<file path="src/rtl/gld_pkg.sv">
// Shared types, codes and helpers for the GIF LZW decoder.
`default_nettype none
package gld_pkg;

  // Reset value of the minimum code size register.
  localparam logic [3:0] MCS_RESET = 4'd8;
  localparam logic [3:0] MCS_LOW   = 4'd2;
  localparam logic [3:0] MCS_HIGH  = 4'd8;

  // Operation codes of an input request.
  localparam logic OP_PUSH  = 1'b0;
  localparam logic OP_PIXEL = 1'b1;

  // Result status codes.
  typedef enum logic [2:0] {
    ST_PIXEL     = 3'd0,
    ST_BYTE_OK   = 3'd1,
    ST_NEED_DATA = 3'd2,
    ST_END       = 3'd3,
    ST_DROPPED   = 3'd4
  } gld_status_e;

  // Back end sequencer states.
  typedef enum logic [2:0] {
    BK_IDLE,
    BK_REQ,
    BK_LOAD,
    BK_POP,
    BK_WALK,
    BK_WAIT,
    BK_FIX
  } gld_state_e;

  // One queued request.
  typedef struct packed {
    logic       op;
    logic [7:0] data;
  } gld_item_t;

  // Configuration write toward the back end.
  typedef struct packed {
    logic       restart;
    logic [3:0] min_code_size;
  } gld_cfg_t;

  // Clamp the minimum code size to its legal range.
  function automatic logic [3:0] eff_min(input logic [3:0] mcs);
    logic [3:0] r;
    if (mcs < MCS_LOW) begin
      r = MCS_LOW;
    end else if (mcs > MCS_HIGH) begin
      r = MCS_HIGH;
    end else begin
      r = mcs;
    end
    return r;
  endfunction

endpackage
`default_nettype wire

</file>
<file path="src/rtl/gld_front.sv">
// Front end: accepts requests and holds them in a two-entry queue.
`default_nettype none
module gld_front (
  input  logic               clk_i,
  input  logic               rst_ni,
  input  logic               in_valid_i,
  output logic               in_stall_o,
  input  logic               op_i,
  input  logic [7:0]         data_byte_i,
  output logic               item_valid_o,
  output gld_pkg::gld_item_t item_o,
  input  logic               item_pop_i
);
  import gld_pkg::*;

  gld_item_t  ent_q [2];
  gld_item_t  ent_d [2];
  logic [1:0] cnt_q, cnt_d;
  logic       push;
  logic [1:0] after_pop;

  assign in_stall_o   = (cnt_q == 2'd2);
  assign push         = in_valid_i && !in_stall_o;
  assign item_valid_o = (cnt_q != 2'd0);
  assign item_o       = ent_q[0];

  // Shift on pop, then append the new request behind what remains.
  always_comb begin
    ent_d[0]  = ent_q[0];
    ent_d[1]  = ent_q[1];
    after_pop = cnt_q;
    if (item_pop_i && item_valid_o) begin
      ent_d[0]  = ent_q[1];
      after_pop = cnt_q - 2'd1;
    end
    if (push) begin
      ent_d[after_pop[0]] = '{op: op_i, data: data_byte_i};
    end
    cnt_d = after_pop + {1'b0, push};
  end

  always_ff @(posedge clk_i or negedge rst_ni) begin
    if (!rst_ni) begin
      cnt_q <= 2'd0;
    end else begin
      cnt_q <= cnt_d;
    end
  end

  always_ff @(posedge clk_i) begin
    ent_q[0] <= ent_d[0];
    ent_q[1] <= ent_d[1];
  end

endmodule
`default_nettype wire

</file>
<file path="config.mk">
export PLATFORM = sky130hd
export DESIGN_NAME = gld_front
export DESIGN_NICKNAME = d
export VERILOG_FILES = /design/src/rtl/gld_pkg.sv /design/src/rtl/gld_front.sv
export SDC_FILE = /design/constraint.sdc
export NUM_CORES = 1
export LEC_CHECK = 0
export BUFFER_PORTS_ARGS = -buffer_cell sky130_fd_sc_hd__buf_2
export CAP_MARGIN = 30
export CORE_UTILIZATION = 51
export CTS_CLUSTER_DIAMETER = 200
export DETAILED_ROUTE_END_ITERATION = 12
export GPL_ROUTABILITY_DRIVEN = 0
export GPL_TIMING_DRIVEN = 0
export HOLD_SLACK_MARGIN = 0.02
export PLACE_DENSITY_LB_ADDON = 0.25
export SLEW_MARGIN = 20
export SYNTH_ARGS = -nofsm -noshare
export SYNTH_HDL_FRONTEND = slang
export SYNTH_SLANG_ARGS = --single-unit
</file>
<file path="constraint.sdc">
create_clock -name clk_i -period 2.3 [get_ports clk_i]
set_input_delay 0.46 -clock clk_i [delete_from_list [all_inputs] [get_ports clk_i]]
set_output_delay 0.46 -clock clk_i [all_outputs]
set_load 0.005 [all_outputs]
</file>
* Yosys cells after proc, flatten, opt, wreduce, memory -nomap -nowiden
Memories as Yosys holds them, arrays and structs flattened.
Index checks and enable logic that the tools add are counted.
** Word-level totals
- Flip-flop bits (word level) :: 2
- Bits in writable memories :: 18
- Logic and storage cells :: 19
- Memories kept :: 1
** Memory list
- ent_q :: words 2, bits a word 9, rd ports 2, clocked after Yosys merged registers in 0, wr ports 2, RTL line gld_front.sv:16 : gld_item_t ent_q [2];
** Cells by class
- Add/sub/neg operators :: 2
- $lt $le $gt $ge :: 2
- Eq/ne operators :: 1
- Muxes and demuxes :: 6
- Bitwise logic cells :: 1
- Reductions and logical operators :: 5
** Operator list (count)
- $bwmux 18 :: 1
- $mux 18 :: 1
- $mux 9 :: 2
- $demux 9 s1 :: 1
- $logic_and 1x1->1 :: 3
- $add 2x1->2 :: 1
- $eq 2x2->1 const B :: 1
- $ge 2x2->1 const B :: 1
- $lt 2x1->1 const B :: 1
- $mux 2 :: 1
- $not 1->2 :: 1
- $reduce_bool 2->1 :: 1
- $sub 2x1->2 const B :: 1
- $logic_not 1->1 :: 1

* Longest topological paths before layout
- Depth after elaboration :: 10
- Mapped depth :: 7
- Mapped depth without buffers :: 7

* Worst setup path after synthesis
OpenSTA, ideal clock, no wires.
- Path kind :: reg-to-reg
- Start point :: reg cnt_q[0]
- End point :: mem ent_q[0][0] in the netlist's numbering
- Library setup time :: 121 ps
- Arrival time :: 1526 ps
- Setup slack :: 653 ps
- Cell stages (with the launch flop) :: 7
- Path buffers :: 1
- Period minus slack after synthesis :: 1647 ps
- Cell sequence :: dfrtp_1 -> inv_1 -> ha_1 -> nor2b_4 -> buf_12 -> mux2_4 -> mux2_4
** RTL lines
- start: declaration :: RTL line gld_front.sv:18 : logic [1:0] cnt_q, cnt_d;
- start signal: assignment :: RTL line gld_front.sv:46 : cnt_q <= cnt_d;
- end: declaration :: RTL line gld_front.sv:16

==> impl_metrics.tcl <==
set metrics [dict create \
    grtUsageTotal_pct 15.95 \
    ys_ff_latch 20 \
    min_from "data_byte_i[4]" \
    min_period_ns 1.807 \
    grt_max_degree 13 \
    worst_setup_path_end_kind "register" \
    fin_hold_ws_ns 0.3398 \
    finalHoldViolCount 0 \
    yosys-top-cells-area "edfxtp_1 (28%), mux2_4 (26%), dfxtp_1 (18%), buf_4 (6.9%), dfrtp_1 (5.1%)" \
    cts-root-buf "clkbuf_4" \
    die_h_um 45.86 \
    ys_types 16 \
    cts_resized 0 \
    p_sw_share_pct 27.68 \
    clkPwrFrac_pct 14.3 \
    io_buffers 23 \
    dp_hpwl_um 921.7 \
    vias 518 \
    die_x_um 45.86 \
    maxCapViolations 0 \
    wl_per_cell_um 11.46 \
    p_leak_nw 0.5855 \
    n_fill_cell 147 \
    placed_area_um2 1127 \
    seq_power_share_pct 35.8 \
    layout.nets 108 \
    pin_count 24 \
    synth_area_um2 980.9 \
    clk_pin_slew_ns 0.11 \
    hold_path_class "in -> reg" \
    drt_iter0_drc 7 \
    setup_viol 0 \
    grt_pass1_vias 511 \
    viasPerCell 4.466 \
    drive_gt1_share_pct 63.74 \
    ir_worst_vdd_mv 0.7600 \
    multi_input_area_um2 377.9 \
    syn_inst 63 \
    netlist.area_leader.share_pct 27.55 \
    ant_nets 0 \
    drc 0 \
    start_kind "register" \
    synth_nets 79 \
    cts.sinks 20 \
    cp.arrival_ns 1.78 \
    register_area_um2 500.5 \
    p_total_w 0.001675 \
    overflow 0 \
    skew_ns 0.005411 \
    antenna_found_initial 0 \
    fmax_ghz 0.5534 \
    numCtsBuffers 3 \
    switchingPower_w 0.0004636 \
    whs_path_depth 1 \
    initial_core_util_pct 55.60 \
    cts_tree "yes" \
    r2r_start "cnt_q[0]" \
    dr.pass1.iters 2 \
    yosysWarnings 0 \
    cp.required_ns 2.28 \
    synth.largest_area_cell "edfxtp_1" \
    power_density_nw_per_um2 1413 \
    power.internal_w 0.001211 \
    finalCritPeriodShare_pct 78.56 \
    status "finished clean" \
    slew_viol_final 0 \
    path_class "reg -> reg" \
    reg2regPathDepth 5 \
    worstMarginPinSlew_ns 0.3480 \
    cts.htree.levels 1 \
    yosysSeqAreaShare_pct 51.02 \
    clock_latency_ns 0.30 \
    grt_first_pass_wirelength_um 2180 \
    die_area_um2 2103 \
    slew_headroom_pct 76.80 \
    core_area_um2 1764 \
    design_area_um2 1185 \
    rsz0062_at_grt "no" \
    wirelength_um 1329 \
    syn_to_final_growth_pct 20.79 \
    reg2reg_slack_ns 0.49 \
    cts_setup_buffers 0 \
    n_antenna_cell 0 \
    rows 15 \
    tns_ns 0 \
    max-clock-path-buffers 2 \
    pwr-share-comb_pct 49.8 \
    avgSynthCellArea_um2 15.57 \
    crit_fanout 8 \
]
==> worst max-delay path by stage <==
stage	start	to	slack, ns	cells past startpoint
2_1_floorplan	cnt_q[0]	ent_q[0][0]	0.65	6
3_3_place_gp	cnt_q[0]	register	0.52	5
3_5_place_dp	cnt_q[0]	register	0.49	5
4_1_cts	cnt_q[0]	register	0.47	5
5_1_grt	cnt_q[0]	register	0.38	5
6_report	cnt_q[0]	register	0.49	5
==> power by group through the flow <==
stage                     Sequential (W)  Clock, W  Combinational [W]
after floorplan                 0.000594         0           0.000671
after global placement          0.000602         0           0.000821
after detailed placement        0.000611         0           0.000833
after CTS                       0.000603  0.000246           0.000845
after global routing            0.000614  0.000259           0.000921
final                           0.000600  0.000240           0.000834
==> routing by layer <==
metal / track usage [%] / vias up / wire length (um)
li1: - / 262 / -
met1: 18.62 / 236 / 599
met2: 25.07 / 16 / 642
met3: 4.762 / 4 / 56
met4: 10.59 / 0 / 31
met5: 0 / - / 0
==> kinds of logic after synthesis <==
logic type | synth area share (%)
flops | 51.02
fa+ha+maj | 3.827
buf+inv | 10.46
compound gates | 0.5097
simple gates | 4.463
xor+xnor | 2.552
mux | 27.17
==> synthesized netlist by cell type <==
| master | count |
|---|---|
| mux2_4 | 17 |
| edfxtp_1 | 9 |
| o21ai_0 | 1 |
| dfrtp_1 | 2 |
| nor2b_4 | 1 |
| mux2_2 | 1 |
| buf_4 | 9 |
| inv_1 | 4 |
| dfxtp_1 | 9 |
| ha_1 | 3 |
| nand2_4 | 1 |
| xnor2_1 | 1 |
| nand2_1 | 1 |
| and2b_1 | 2 |
| buf_12 | 1 |
| xnor2_2 | 1 |
==> critical path, stage by stage, from the launching register on <==
cell and delay, ns:
dfrtp_1 0.41, inv_1 0.08, ha_1 0.24, nor2b_4 0.20
xnor2_2 0.12, and2b_1 0.42
==> final cells by class <==
class	instances	area share, %
buffer	10	7.392
sequential	20	42.24
multi-input combinational	29	31.89
tap	25	2.640
timing repair buffer	24	10.56
inverter	4	1.267
clock buffer	4	4.013
==> placed cells by master, fill, tap and decap left out, drive strengths merged <==
cell type / Yosys / routed
buf: 10 / 33
mux2: 18 / 18
edfxtp: 9 / 9
dfxtp: 9 / 9
inv: 4 / 4
clkbuf: 0 / 4
ha: 3 / 3
and2b: 2 / 2
dfrtp: 2 / 2
xnor2: 2 / 2
nand2: 2 / 2
nor2b: 1 / 1
o21ai: 1 / 1
dlygate4sd3: 0 / 1
==> per-stage QoR <==
stage	setup slack, ns	instances	utilization [%]
6_report	0.4931	116	67.16
5_1_grt	0.3814	116	67.16
4_1_cts	0.4710	116	67.16
3_5_place_dp	0.4863	111	63.90
3_3_place_gp	0.5217	111	63.90
2_1_floorplan	0.6527	63	-
==> timing repair <==
action                                  CTS  global route
endpoints found under the setup margin    0             0
hold buffers                              1             0
hold endpoints to repair                  2             0
Power figures use the tool's default switching activity.
